<file path="config.mk">
export PLATFORM = sky130hd
export DESIGN_NAME = dns_query_message_encoder
export DESIGN_NICKNAME = d
export VERILOG_FILES = /design/src/rtl/core/dqme_pkg.sv /design/src/rtl/core/dqme_ram.sv /design/src/rtl/core/dqme_fifo.sv /design/src/rtl/core/dqme_front.sv /design/src/rtl/core/dqme_back.sv /design/src/rtl/core/dns_query_message_encoder.sv
export SDC_FILE = /design/constraint.sdc
export NUM_CORES = 1
export LEC_CHECK = 0
export ABC_CLOCK_PERIOD_IN_PS = 19300
export BUFFER_PORTS_ARGS = -buffer_cell sky130_fd_sc_hd__buf_4
export CAP_MARGIN = 20
export CELL_PAD_IN_SITES_DETAIL_PLACEMENT = 1
export CELL_PAD_IN_SITES_GLOBAL_PLACEMENT = 1
export CORE_ASPECT_RATIO = 0.7
export CORE_MARGIN = 8
export CORE_UTILIZATION = 56
export DETAILED_ROUTE_END_ITERATION = 8
export GPL_TIMING_DRIVEN = 0
export PLACE_DENSITY_LB_ADDON = 0.1
export SYNTH_ARGS = -nofsm -noshare
export SYNTH_HDL_FRONTEND = slang
export SYNTH_SLANG_ARGS = --single-unit
</file>
<file path="constraint.sdc">
create_clock -name clk -period 19.3 [get_ports clk]
set_input_delay 3.86 -clock clk [delete_from_list [all_inputs] [get_ports clk]]
set_output_delay 3.86 -clock clk [all_outputs]
set_load 0.02 [all_outputs]
</file>
<file path="src/rtl/core/dqme_pkg.sv">
package dqme_pkg;

  // Label length counter width; a label never holds more than 63 characters.
  localparam int LEN_W = 6;
  localparam int MAX_LABEL_DEF = 63;

  // Configuration port geometry: seven 32-bit registers at word addresses.
  localparam int ADDR_W = 5;
  localparam int DATA_W = 32;

  // Queue depths between the parts.
  localparam int CMD_DEPTH = 2;
  localparam int OUT_DEPTH = 3;

  // Label separator character.
  localparam logic [7:0] DOT_CHAR = 8'h2E;

  // Register indexes on the configuration port.
  localparam logic [2:0] REG_RESPONSE_FLAG      = 3'd0;
  localparam logic [2:0] REG_OPERATION_CODE     = 3'd1;
  localparam logic [2:0] REG_AUTHORITATIVE_FLAG = 3'd2;
  localparam logic [2:0] REG_TRUNCATED_FLAG     = 3'd3;
  localparam logic [2:0] REG_RECURSION_DESIRED  = 3'd4;
  localparam logic [2:0] REG_RESULT_CODE        = 3'd5;
  localparam logic [2:0] REG_QUERY_CLASS        = 3'd6;

  typedef enum logic [1:0] {
    ACT_BEGIN  = 2'd0,
    ACT_CHAR   = 2'd1,
    ACT_END    = 2'd2,
    ACT_FINISH = 2'd3
  } action_t;

  typedef enum logic [1:0] {
    CMD_HEADER = 2'd0,
    CMD_LABEL  = 2'd1,
    CMD_FINISH = 2'd2
  } cmd_kind_t;

  typedef struct packed {
    action_t     action;
    logic [15:0] query_id;
    logic [15:0] question_count;
    logic [15:0] answer_count;
    logic [15:0] authority_count;
    logic [15:0] additional_count;
    logic [15:0] query_type;
    logic [7:0]  name_char;
  } in_item_t;

  typedef struct packed {
    cmd_kind_t        kind;
    logic [LEN_W-1:0] len;
    logic             ovf;
    logic [15:0]      query_id;
    logic [15:0]      question_count;
    logic [15:0]      answer_count;
    logic [15:0]      authority_count;
    logic [15:0]      additional_count;
    logic [15:0]      qtype;
  } cmd_t;

  typedef struct packed {
    logic        response_flag;
    logic [3:0]  operation_code;
    logic        authoritative_flag;
    logic        truncated_flag;
    logic        recursion_desired;
    logic [3:0]  result_code;
    logic [15:0] query_class;
  } cfg_t;

  typedef struct packed {
    logic [7:0] out_byte;
    logic       last_of_run;
    logic       message_end;
    logic       label_overflow;
  } out_item_t;

  typedef struct packed {
    logic cmd_pop;
    logic flush_done;
  } bk_status_t;

endpackage

</file>
<file path="src/rtl/core/dqme_ram.sv">
module dqme_ram #(
  parameter int WIDTH = 8,
  parameter int DEPTH = 63,
  localparam int AW = (DEPTH > 1) ? $clog2(DEPTH) : 1
) (
  input  logic             clk,
  input  logic             we,
  input  logic [AW-1:0]    waddr,
  input  logic [WIDTH-1:0] wdata,
  input  logic             re,
  input  logic [AW-1:0]    raddr,
  output logic [WIDTH-1:0] rdata
);

  logic [WIDTH-1:0] mem [DEPTH];

  // One write port and one registered read port.
  always_ff @(posedge clk) begin
    if (we) begin
      mem[waddr] <= wdata;
    end
    if (re) begin
      rdata <= mem[raddr];
    end
  end

endmodule

</file>
<file path="src/rtl/core/dqme_fifo.sv">
module dqme_fifo #(
  parameter int WIDTH = 8,
  parameter int DEPTH = 2,
  localparam int PW = (DEPTH > 1) ? $clog2(DEPTH) : 1,
  localparam int CW = $clog2(DEPTH + 1)
) (
  input  logic             clk,
  input  logic             rst,
  input  logic             push,
  input  logic [WIDTH-1:0] wdata,
  input  logic             pop,
  output logic [WIDTH-1:0] rdata,
  output logic [CW-1:0]    count,
  output logic             full,
  output logic             empty
);

  logic [WIDTH-1:0] mem [DEPTH];
  logic [PW-1:0]    wr_ptr;
  logic [PW-1:0]    rd_ptr;
  logic             do_push;
  logic             do_pop;

  assign full    = (count == CW'(DEPTH));
  assign empty   = (count == '0);
  assign do_push = push && !full;
  assign do_pop  = pop && !empty;
  assign rdata   = mem[rd_ptr];

  // Pointers and fill count.
  always_ff @(posedge clk) begin
    if (rst) begin
      wr_ptr <= '0;
      rd_ptr <= '0;
      count  <= '0;
    end else begin
      if (do_push) begin
        wr_ptr <= (wr_ptr == PW'(DEPTH - 1)) ? '0 : wr_ptr + 1'b1;
      end
      if (do_pop) begin
        rd_ptr <= (rd_ptr == PW'(DEPTH - 1)) ? '0 : rd_ptr + 1'b1;
      end
      if (do_push && !do_pop) begin
        count <= count + 1'b1;
      end else if (do_pop && !do_push) begin
        count <= count - 1'b1;
      end
    end
  end

  // Entry storage.
  always_ff @(posedge clk) begin
    if (do_push) begin
      mem[wr_ptr] <= wdata;
    end
  end

endmodule

</file>
<file path="src/rtl/core/dqme_front.sv">
module dqme_front #(
  parameter int MAX_LABEL = dqme_pkg::MAX_LABEL_DEF,
  localparam int AW = (MAX_LABEL > 1) ? $clog2(MAX_LABEL) : 1
) (
  input  logic                 clk,
  input  logic                 rst,
  input  logic                 push,
  output logic                 full,
  input  dqme_pkg::in_item_t   item,
  input  logic                 cq_full,
  output logic                 cmd_push,
  output dqme_pkg::cmd_t       cmd_data,
  input  dqme_pkg::bk_status_t status,
  output logic                 ram_we,
  output logic [AW-1:0]        ram_waddr,
  output logic [7:0]           ram_wdata
);

  import dqme_pkg::*;

  logic [LEN_W-1:0] label_length;
  logic [LEN_W-1:0] label_length_next;
  logic             overflow_seen;
  logic             overflow_seen_next;
  logic [15:0]      held_query_type;
  logic [15:0]      held_query_type_next;
  logic             flush_busy;
  logic             flush_busy_next;
  logic             accept;

  // Hold off new items while the command queue is full or the back end still reads a stored label.
  assign full      = cq_full || flush_busy;
  assign accept    = push && !full;
  assign ram_waddr = label_length[AW-1:0];
  assign ram_wdata = item.name_char;

  // Classify the accepted item, store its character or issue a command to the back end.
  always_comb begin
    label_length_next       = label_length;
    overflow_seen_next      = overflow_seen;
    held_query_type_next    = held_query_type;
    flush_busy_next         = flush_busy;
    cmd_push                = 1'b0;
    ram_we                  = 1'b0;
    cmd_data.kind           = CMD_HEADER;
    cmd_data.len            = label_length;
    cmd_data.ovf            = overflow_seen;
    cmd_data.query_id       = item.query_id;
    cmd_data.question_count = item.question_count;
    cmd_data.answer_count   = item.answer_count;
    cmd_data.authority_count  = item.authority_count;
    cmd_data.additional_count = item.additional_count;
    cmd_data.qtype          = held_query_type;

    if (status.flush_done) begin
      flush_busy_next = 1'b0;
    end

    if (accept) begin
      unique case (item.action)
        ACT_BEGIN: begin
          cmd_push             = 1'b1;
          cmd_data.ovf         = 1'b0;
          held_query_type_next = item.query_type;
          label_length_next    = '0;
          overflow_seen_next   = 1'b0;
        end
        ACT_CHAR: begin
          if (item.name_char == DOT_CHAR) begin
            cmd_push          = 1'b1;
            cmd_data.kind     = CMD_LABEL;
            label_length_next = '0;
            if (label_length != '0) begin
              flush_busy_next = 1'b1;
            end
          end else if (label_length < LEN_W'(MAX_LABEL)) begin
            ram_we            = 1'b1;
            label_length_next = label_length + 1'b1;
          end else begin
            overflow_seen_next = 1'b1;
          end
        end
        ACT_END: begin
          if (label_length != '0) begin
            cmd_push          = 1'b1;
            cmd_data.kind     = CMD_LABEL;
            label_length_next = '0;
            flush_busy_next   = 1'b1;
          end
        end
        ACT_FINISH: begin
          cmd_push          = 1'b1;
          cmd_data.kind     = CMD_FINISH;
          label_length_next = '0;
        end
      endcase
    end
  end

  // Front end state registers.
  always_ff @(posedge clk) begin
    if (rst) begin
      label_length    <= '0;
      overflow_seen   <= 1'b0;
      held_query_type <= '0;
      flush_busy      <= 1'b0;
    end else begin
      label_length    <= label_length_next;
      overflow_seen   <= overflow_seen_next;
      held_query_type <= held_query_type_next;
      flush_busy      <= flush_busy_next;
    end
  end

endmodule

</file>
<file path="src/rtl/core/dqme_back.sv">
module dqme_back #(
  parameter int MAX_LABEL = dqme_pkg::MAX_LABEL_DEF,
  localparam int AW = (MAX_LABEL > 1) ? $clog2(MAX_LABEL) : 1
) (
  input  logic                 clk,
  input  logic                 rst,
  input  dqme_pkg::cfg_t       cfg,
  input  logic                 cmd_valid,
  input  dqme_pkg::cmd_t       cmd,
  output dqme_pkg::bk_status_t status,
  output logic                 ram_re,
  output logic [AW-1:0]        ram_raddr,
  input  logic [7:0]           ram_rdata,
  input  logic                 pop,
  output logic                 empty,
  output dqme_pkg::out_item_t  item
);

  import dqme_pkg::*;

  localparam int OCW = $clog2(OUT_DEPTH + 1);
  localparam logic [LEN_W-1:0] HDR_LAST = LEN_W'(11);
  localparam logic [LEN_W-1:0] FIN_LAST = LEN_W'(4);

  logic [LEN_W-1:0] pos;
  logic [LEN_W-1:0] last_pos;
  logic [LEN_W-1:0] ram_idx;
  logic             is_last;
  logic             issue;
  logic [OCW-1:0]   ocount;
  logic [OCW:0]     in_flight;
  logic [7:0]       sel_byte;
  logic             sel_ram;
  logic             sel_end;
  logic             s1_valid;
  logic             s1_ram;
  out_item_t        s1_item;
  out_item_t        opush_data;
  logic [$bits(out_item_t)-1:0] ordata;

  // Last byte position of the command at the head of the queue.
  always_comb begin
    unique case (cmd.kind)
      CMD_HEADER: last_pos = HDR_LAST;
      CMD_LABEL:  last_pos = cmd.len;
      CMD_FINISH: last_pos = FIN_LAST;
      default:    last_pos = '0;
    endcase
  end

  // Issue one byte a cycle while a command waits and the output queue has room for it.
  assign in_flight = {1'b0, ocount} + (OCW + 1)'(s1_valid);
  assign issue     = cmd_valid && (in_flight < (OCW + 1)'(OUT_DEPTH));
  assign is_last   = (pos == last_pos);
  assign ram_idx   = pos - 1'b1;
  assign ram_raddr = ram_idx[AW-1:0];
  assign ram_re    = issue && sel_ram;

  assign status.cmd_pop    = issue && is_last;
  assign status.flush_done = issue && is_last && (cmd.kind == CMD_LABEL) && (cmd.len != '0);

  // Select the byte for the current position of the command.
  always_comb begin
    sel_byte = '0;
    sel_ram  = 1'b0;
    sel_end  = 1'b0;
    unique case (cmd.kind)
      CMD_HEADER: begin
        unique case (pos)
          LEN_W'(0):  sel_byte = cmd.query_id[15:8];
          LEN_W'(1):  sel_byte = cmd.query_id[7:0];
          LEN_W'(2):  sel_byte = {cfg.response_flag, cfg.operation_code,
                                  cfg.authoritative_flag, cfg.truncated_flag,
                                  cfg.recursion_desired};
          LEN_W'(3):  sel_byte = {4'b0000, cfg.result_code};
          LEN_W'(4):  sel_byte = cmd.question_count[15:8];
          LEN_W'(5):  sel_byte = cmd.question_count[7:0];
          LEN_W'(6):  sel_byte = cmd.answer_count[15:8];
          LEN_W'(7):  sel_byte = cmd.answer_count[7:0];
          LEN_W'(8):  sel_byte = cmd.authority_count[15:8];
          LEN_W'(9):  sel_byte = cmd.authority_count[7:0];
          LEN_W'(10): sel_byte = cmd.additional_count[15:8];
          LEN_W'(11): sel_byte = cmd.additional_count[7:0];
          default:    sel_byte = '0;
        endcase
      end
      CMD_LABEL: begin
        // The length byte leads; the characters come from the label store.
        if (pos == '0) begin
          sel_byte = 8'(cmd.len);
        end else begin
          sel_ram = 1'b1;
        end
      end
      CMD_FINISH: begin
        unique case (pos)
          LEN_W'(1): sel_byte = cmd.qtype[15:8];
          LEN_W'(2): sel_byte = cmd.qtype[7:0];
          LEN_W'(3): sel_byte = cfg.query_class[15:8];
          LEN_W'(4): sel_byte = cfg.query_class[7:0];
          default:   sel_byte = '0;
        endcase
        sel_end = (pos == FIN_LAST);
      end
      default: sel_byte = '0;
    endcase
  end

  // Position counter and the stage that waits for the store read.
  always_ff @(posedge clk) begin
    if (rst) begin
      pos      <= '0;
      s1_valid <= 1'b0;
    end else begin
      s1_valid <= issue;
      if (issue) begin
        pos <= is_last ? '0 : pos + 1'b1;
      end
    end
  end

  always_ff @(posedge clk) begin
    if (issue) begin
      s1_ram                 <= sel_ram;
      s1_item.out_byte       <= sel_byte;
      s1_item.last_of_run    <= is_last;
      s1_item.message_end    <= sel_end;
      s1_item.label_overflow <= cmd.ovf;
    end
  end

  // Merge the store data into the byte on its way to the output queue.
  always_comb begin
    opush_data = s1_item;
    if (s1_ram) begin
      opush_data.out_byte = ram_rdata;
    end
  end

  dqme_fifo #(
    .WIDTH ($bits(out_item_t)),
    .DEPTH (OUT_DEPTH)
  ) u_out_q (
    .clk   (clk),
    .rst   (rst),
    .push  (s1_valid),
    .wdata (opush_data),
    .pop   (pop),
    .rdata (ordata),
    .count (ocount),
    .full  (),
    .empty (empty)
  );

  assign item = out_item_t'(ordata);

endmodule

</file>
<file path="src/rtl/core/dns_query_message_encoder.sv">
// DNS query message encoder.
// Input channel: an item is transferred when push is high and full is low.
// A begin item yields the 12 header bytes, a dot (or an end-of-name after
// stored characters) yields a label (length byte, then its characters), and
// finish yields the zero terminator, query type and query class. Other name
// characters are stored, or dropped past the limit, and yield nothing.
// Result channel: the oldest byte is on out_byte while empty is low and is
// transferred when pop is high; last_of_run marks the final byte of an item
// and message_end the final byte of the message.
// The first byte of an item passes the command queue, the read stage and
// the output queue before it shows. Throughput: the back end emits one byte
// per cycle while the output queue has room. The label store has a single
// write and a single read port, so input stalls while a label is read out.
// Reset clears all queues and control state and loads the registers with
// their defaults. When pop stays low the output queue fills, then the
// command queue, and full rises; nothing is lost.
// Configuration is to be written over the register port only while idle; the block does not enforce it.
module dns_query_message_encoder #(
  parameter int MAX_LABEL = dqme_pkg::MAX_LABEL_DEF
) (
  input  logic                          clk,
  input  logic                          rst,
  input  logic                          push,
  output logic                          full,
  input  logic [1:0]                    action,
  input  logic [15:0]                   query_id,
  input  logic [15:0]                   question_count,
  input  logic [15:0]                   answer_count,
  input  logic [15:0]                   authority_count,
  input  logic [15:0]                   additional_count,
  input  logic [15:0]                   query_type,
  input  logic [7:0]                    name_char,
  output logic                          empty,
  input  logic                          pop,
  output logic [7:0]                    out_byte,
  output logic                          last_of_run,
  output logic                          message_end,
  output logic                          label_overflow,
  input  logic                          psel,
  input  logic                          penable,
  input  logic                          pwrite,
  input  logic [dqme_pkg::ADDR_W-1:0]   paddr,
  input  logic [dqme_pkg::DATA_W-1:0]   pwdata,
  output logic [dqme_pkg::DATA_W-1:0]   prdata,
  output logic                          pready
);

  import dqme_pkg::*;

  localparam int AW = (MAX_LABEL > 1) ? $clog2(MAX_LABEL) : 1;

  cfg_t       cfg;
  in_item_t   in_item;
  out_item_t  out_item;
  cmd_t       cq_wdata;
  logic [$bits(cmd_t)-1:0] cq_rdata;
  logic       cq_push;
  logic       cq_full;
  logic       cq_empty;
  bk_status_t bk_status;
  logic       ram_we;
  logic [AW-1:0] ram_waddr;
  logic [7:0] ram_wdata;
  logic       ram_re;
  logic [AW-1:0] ram_raddr;
  logic [7:0] ram_rdata;
  logic       cfg_wr;
  logic [2:0] reg_idx;

  // Register port: always ready, written on the access phase.
  assign pready  = 1'b1;
  assign cfg_wr  = psel && penable && pwrite && pready;
  assign reg_idx = paddr[4:2];

  always_ff @(posedge clk) begin
    if (rst) begin
      cfg.response_flag      <= 1'b0;
      cfg.operation_code     <= '0;
      cfg.authoritative_flag <= 1'b0;
      cfg.truncated_flag     <= 1'b0;
      cfg.recursion_desired  <= 1'b0;
      cfg.result_code        <= '0;
      cfg.query_class        <= 16'h0001;
    end else if (cfg_wr) begin
      unique case (reg_idx)
        REG_RESPONSE_FLAG:      cfg.response_flag      <= pwdata[0];
        REG_OPERATION_CODE:     cfg.operation_code     <= pwdata[3:0];
        REG_AUTHORITATIVE_FLAG: cfg.authoritative_flag <= pwdata[0];
        REG_TRUNCATED_FLAG:     cfg.truncated_flag     <= pwdata[0];
        REG_RECURSION_DESIRED:  cfg.recursion_desired  <= pwdata[0];
        REG_RESULT_CODE:        cfg.result_code        <= pwdata[3:0];
        REG_QUERY_CLASS:        cfg.query_class        <= pwdata[15:0];
        default: ;
      endcase
    end
  end

  // Register read back.
  always_comb begin
    unique case (reg_idx)
      REG_RESPONSE_FLAG:      prdata = DATA_W'(cfg.response_flag);
      REG_OPERATION_CODE:     prdata = DATA_W'(cfg.operation_code);
      REG_AUTHORITATIVE_FLAG: prdata = DATA_W'(cfg.authoritative_flag);
      REG_TRUNCATED_FLAG:     prdata = DATA_W'(cfg.truncated_flag);
      REG_RECURSION_DESIRED:  prdata = DATA_W'(cfg.recursion_desired);
      REG_RESULT_CODE:        prdata = DATA_W'(cfg.result_code);
      REG_QUERY_CLASS:        prdata = DATA_W'(cfg.query_class);
      default:                prdata = '0;
    endcase
  end

  // Gather the input fields into one item.
  always_comb begin
    in_item.action           = action_t'(action);
    in_item.query_id         = query_id;
    in_item.question_count   = question_count;
    in_item.answer_count     = answer_count;
    in_item.authority_count  = authority_count;
    in_item.additional_count = additional_count;
    in_item.query_type       = query_type;
    in_item.name_char        = name_char;
  end

  dqme_front #(
    .MAX_LABEL (MAX_LABEL)
  ) u_front (
    .clk       (clk),
    .rst       (rst),
    .push      (push),
    .full      (full),
    .item      (in_item),
    .cq_full   (cq_full),
    .cmd_push  (cq_push),
    .cmd_data  (cq_wdata),
    .status    (bk_status),
    .ram_we    (ram_we),
    .ram_waddr (ram_waddr),
    .ram_wdata (ram_wdata)
  );

  dqme_fifo #(
    .WIDTH ($bits(cmd_t)),
    .DEPTH (CMD_DEPTH)
  ) u_cmd_q (
    .clk   (clk),
    .rst   (rst),
    .push  (cq_push),
    .wdata (cq_wdata),
    .pop   (bk_status.cmd_pop),
    .rdata (cq_rdata),
    .count (),
    .full  (cq_full),
    .empty (cq_empty)
  );

  dqme_ram #(
    .WIDTH (8),
    .DEPTH (MAX_LABEL)
  ) u_label_ram (
    .clk   (clk),
    .we    (ram_we),
    .waddr (ram_waddr),
    .wdata (ram_wdata),
    .re    (ram_re),
    .raddr (ram_raddr),
    .rdata (ram_rdata)
  );

  dqme_back #(
    .MAX_LABEL (MAX_LABEL)
  ) u_back (
    .clk       (clk),
    .rst       (rst),
    .cfg       (cfg),
    .cmd_valid (!cq_empty),
    .cmd       (cmd_t'(cq_rdata)),
    .status    (bk_status),
    .ram_re    (ram_re),
    .ram_raddr (ram_raddr),
    .ram_rdata (ram_rdata),
    .pop       (pop),
    .empty     (empty),
    .item      (out_item)
  );

  assign out_byte       = out_item.out_byte;
  assign last_of_run    = out_item.last_of_run;
  assign message_end    = out_item.message_end;
  assign label_overflow = out_item.label_overflow;

`ifndef SYNTHESIS
  // The last byte of a message always closes its item.
  a_end_closes_run: assert property (@(posedge clk) disable iff (rst)
    (!empty && message_end) |-> last_of_run)
    else $error("message_end without last_of_run");

  // The front end never issues into a full command queue.
  a_cmd_no_overflow: assert property (@(posedge clk) disable iff (rst)
    cq_push |-> !cq_full)
    else $error("command queue overflow");

  // A label readout only finishes on a command that is present.
  a_flush_has_cmd: assert property (@(posedge clk) disable iff (rst)
    bk_status.flush_done |-> (!cq_empty && bk_status.cmd_pop))
    else $error("label readout finished without a command");

  // Reset leaves no result waiting.
  a_reset_empty: assert property (@(posedge clk) disable iff (rst)
    $past(rst) |-> empty)
    else $error("result waiting after reset");
`endif

endmodule

</file>
==> results.yml <==
final_layout:
  fin_nets: 2397
  diodes: 0
  multi_input_area_sq_um: 8620
  drive_gt1_share_pct: 22.6
  area_growth_pct: 14.8
  num-fill-cells: 5249
  final-seq-area_sq_um: 24500
die:
  initial_utilization_pct: 56.4
  die_h_um: 221
  fp.dieArea_sq_um: 68400
  ios: 196
  core-area_sq_um: 59700
  die-width_um: 309
  rows: 75
routing:
  wl_per_cell_um: 30.8
  num_vias: 19700
  drc: 0
  finalWirelength_um: 95600
  via_per_inst: 6.36
  drtIter0Drc: 2231
  first_pass_iters: 5
  ant_nets: 0
synth:
  synth_common_cells: "767 x edfxtp_1, 162 x nor2_1, 143 x nand2_1, 137 x mux4_2, 111 x mux2i_1"
  synth_area_sq_um: 33700
  synth-seq-area-share_pct: 72.6
  yosysMostFrequentCell: "edfxtp_1"
  avgSynthCellArea_sq_um: 17.1
  yosys.area.top_type: "edfxtp_1"
  ys_dominant_reg_cell: "edfxtp_1"
  synthTopCellsByArea: "edfxtp_1 68%, mux4_2 9.2%, dfxtp_1 4.3%, mux2i_1 3.3%, nor2_1 1.8%"
  synth_async_sr_flop_share_pct: 0
  synth_edf_count: 767
  synth_top_area_share_pct: 68.4
  synth_cell_types: 77
  ys_ff_latch: 839
  syn_inst: 1969
  yosysWarnings: 0
global_routing:
  grt_pass1_wl_um: 139000
  grt_max_degree: 66
  grtUsageTotal_pct: 27.8
  antenna_found_initial: 6
  grt-ovfl-total: 0
  grt_pass1_vias: 20500
power_and_ir_drop:
  powerDensity_nw_per_um2: 127
  power_frac_seq_pct: 42.5
  combinationalPowerShare_pct: 25.6
  switchingPower_w: 0.00150
  p_leak_nw: 12.4
  power.internal_w: 0.00343
  p_clk_share_pct: 31.9
  ir_drop_uv: 82.7
  swShare_pct: 30.4
timing:
  finalHoldViolCount: 0
  min_period_over_period_pct: 48.4
  fmax_mhz: 107
  finalClockSkew_ns: 0.0314
  tightest_slew_ns: 1.26
  final-max-slew-violation-count: 0
  period_minus_slack_ns: 9.34
  slew_headroom_pct: 16.3
  finalHoldWorstSlack_ns: 0.447
  tns_ns: 0
  rsz0062_at_grt: "no"
  setup_viol: 0
worst_setup_path:
  required_ns: 15.44
  cp-start-kind: "input pin"
  crit_path_end_kind: "primary output"
  critPathArrivalTime_ns: 5.48
  crit_type: "input pin to primary output"
  worstPathMaxFanout: 10
clock_network:
  cts_root_buffer: "clkbuf_16"
  cts_buffers: 78
  htree_levels: 3
  path_clk_slew_ns: 0.07
  ctsHoldBuffers: 0
  worst_skew_pair.late_latency_ns: 0.64
  clk_path_buf_depth: 3
  cts_tree: "done"
  cts_setup_buffers: 0
  numClockSinks: 839
  postCtsResizedCells: 0
placed_design:
  place_congestion: 0.908
  port_buffers: 158
  hpwl_um: 65800
status:
  status: "finished clean"
worst_hold_path:
  min_path_type: "register to register"
flow_run:
  max_cap_viol_count: 0
==> registers in the layout, summed over array words and instances (netlist names), named ones only <==
signal	flops
u_front.overflow_seen	1
u_back.pos	6
u_cmd_q.rd_ptr	1
u_back.u_out_q.rd_ptr	2
u_back.s1_valid	1
u_back.opush_data	3
u_cmd_q.mem	210
u_back.s1_item	8
u_label_ram.mem	504
u_front.held_query_type	16
u_label_ram.rdata	8
u_cmd_q.count	2
u_back.u_out_q.wr_ptr	2
u_back.s1_ram	1
u_back.u_out_q.mem	33
u_front.ram_waddr	6
cfg	28
u_front.flush_busy	1
u_cmd_q.wr_ptr	1
u_back.u_out_q.count	2
==> metrics by stage <==
stage,power [W],cell area (sq um),util [%],std cells,worst slack (ns)
2_1_floorplan,0.00286,33700,-,1984,9.17
3_3_place_gp,0.00331,35900,60.2,2950,5.32
3_5_place_dp,0.00335,36100,60.5,2958,10.03
4_1_cts,0.00491,38700,64.8,3098,10.01
5_1_grt,0.00506,38700,64.8,3101,9.88
6_report,0.00493,38700,64.8,3101,9.96
==> cell type report <==
type | count | area share [%]
Tap cell | 808 | 2.61
Multi-Input combinational cell | 1005 | 22.3
Inverter | 16 | 0.155
Sequential cell | 839 | 63.3
Buffer | 124 | 1.59
Timing Repair Buffer | 169 | 3.44
Clock buffer | 104 | 5.63
Clock inverter | 36 | 1.01
==> logic make-up after synthesis <==
logic type | Yosys count | synth area share, %
buf+inv | 140 | 2.01
simple gates | 428 | 5.83
mux | 270 | 13.3
compound gates | 257 | 5.17
fa+ha+maj | 14 | 0.520
other cells | 2 | 0.0223
flops | 839 | 72.6
xor+xnor | 19 | 0.494
==> layer usage <==
layer	wire length [um]	up-vias	part of all wire, %	global-route usage, %
met5	61	-	0.064	0
met4	1930	8	2.0	6.39
met3	10700	163	11	9.03
met2	42200	969	44	40.1
met1	40700	10300	43	41.2
li1	-	8300	-	-
==> power by group through the flow <==
stage               registers, W  clock network [W]  logic (W)
finish                   0.00209            0.00157    0.00126
global route             0.00210            0.00164    0.00132
CTS                      0.00209            0.00158    0.00124
detailed placement       0.00213                  0    0.00122
global placement         0.00214                  0    0.00117
floorplan                0.00213                  0   0.000735
==> worst max-delay path, cell delays in order <==
cell      delay [ns]
clkbuf_1        0.31
nor2b_1         0.18
clkbuf_1        0.36
clkbuf_1        0.38
and3_1          0.23
buf_4           0.14
==> worst paths after layout <==
kind | slack [ns] | end | start | cells after the start
setup / recovery | 9.96 | prdata[4] | paddr[3] | 6
hold / removal | 0.45 | u_cmd_q.mem[0][15]$_DFFE_PP_ | u_front.held_query_type[15]$_SDFFE_PP0P_ | 0
setup reg to reg | 14.40 | u_label_ram.rdata[3]$_DFFE_PP_ | u_back.pos[1]$_SDFFE_PP0P_ | 12
hold reg to reg | 0.45 | u_cmd_q.mem[0][15]$_DFFE_PP_ | u_front.held_query_type[15]$_SDFFE_PP0P_ | 0
==> layout by cell type (no fill, tap or decap), drive strengths merged, types with 19 or more instances in the layout <==
cell type / instances
mux2: 19
clkinv: 26
nor2: 162
mux2i: 114
edfxtp: 767
a21oi: 71
mux4: 137
o22ai: 52
clkbuf: 167
o21ai: 30
nand2: 143
buf: 230
dfxtp: 72
(Power assumes the default switching activity.)
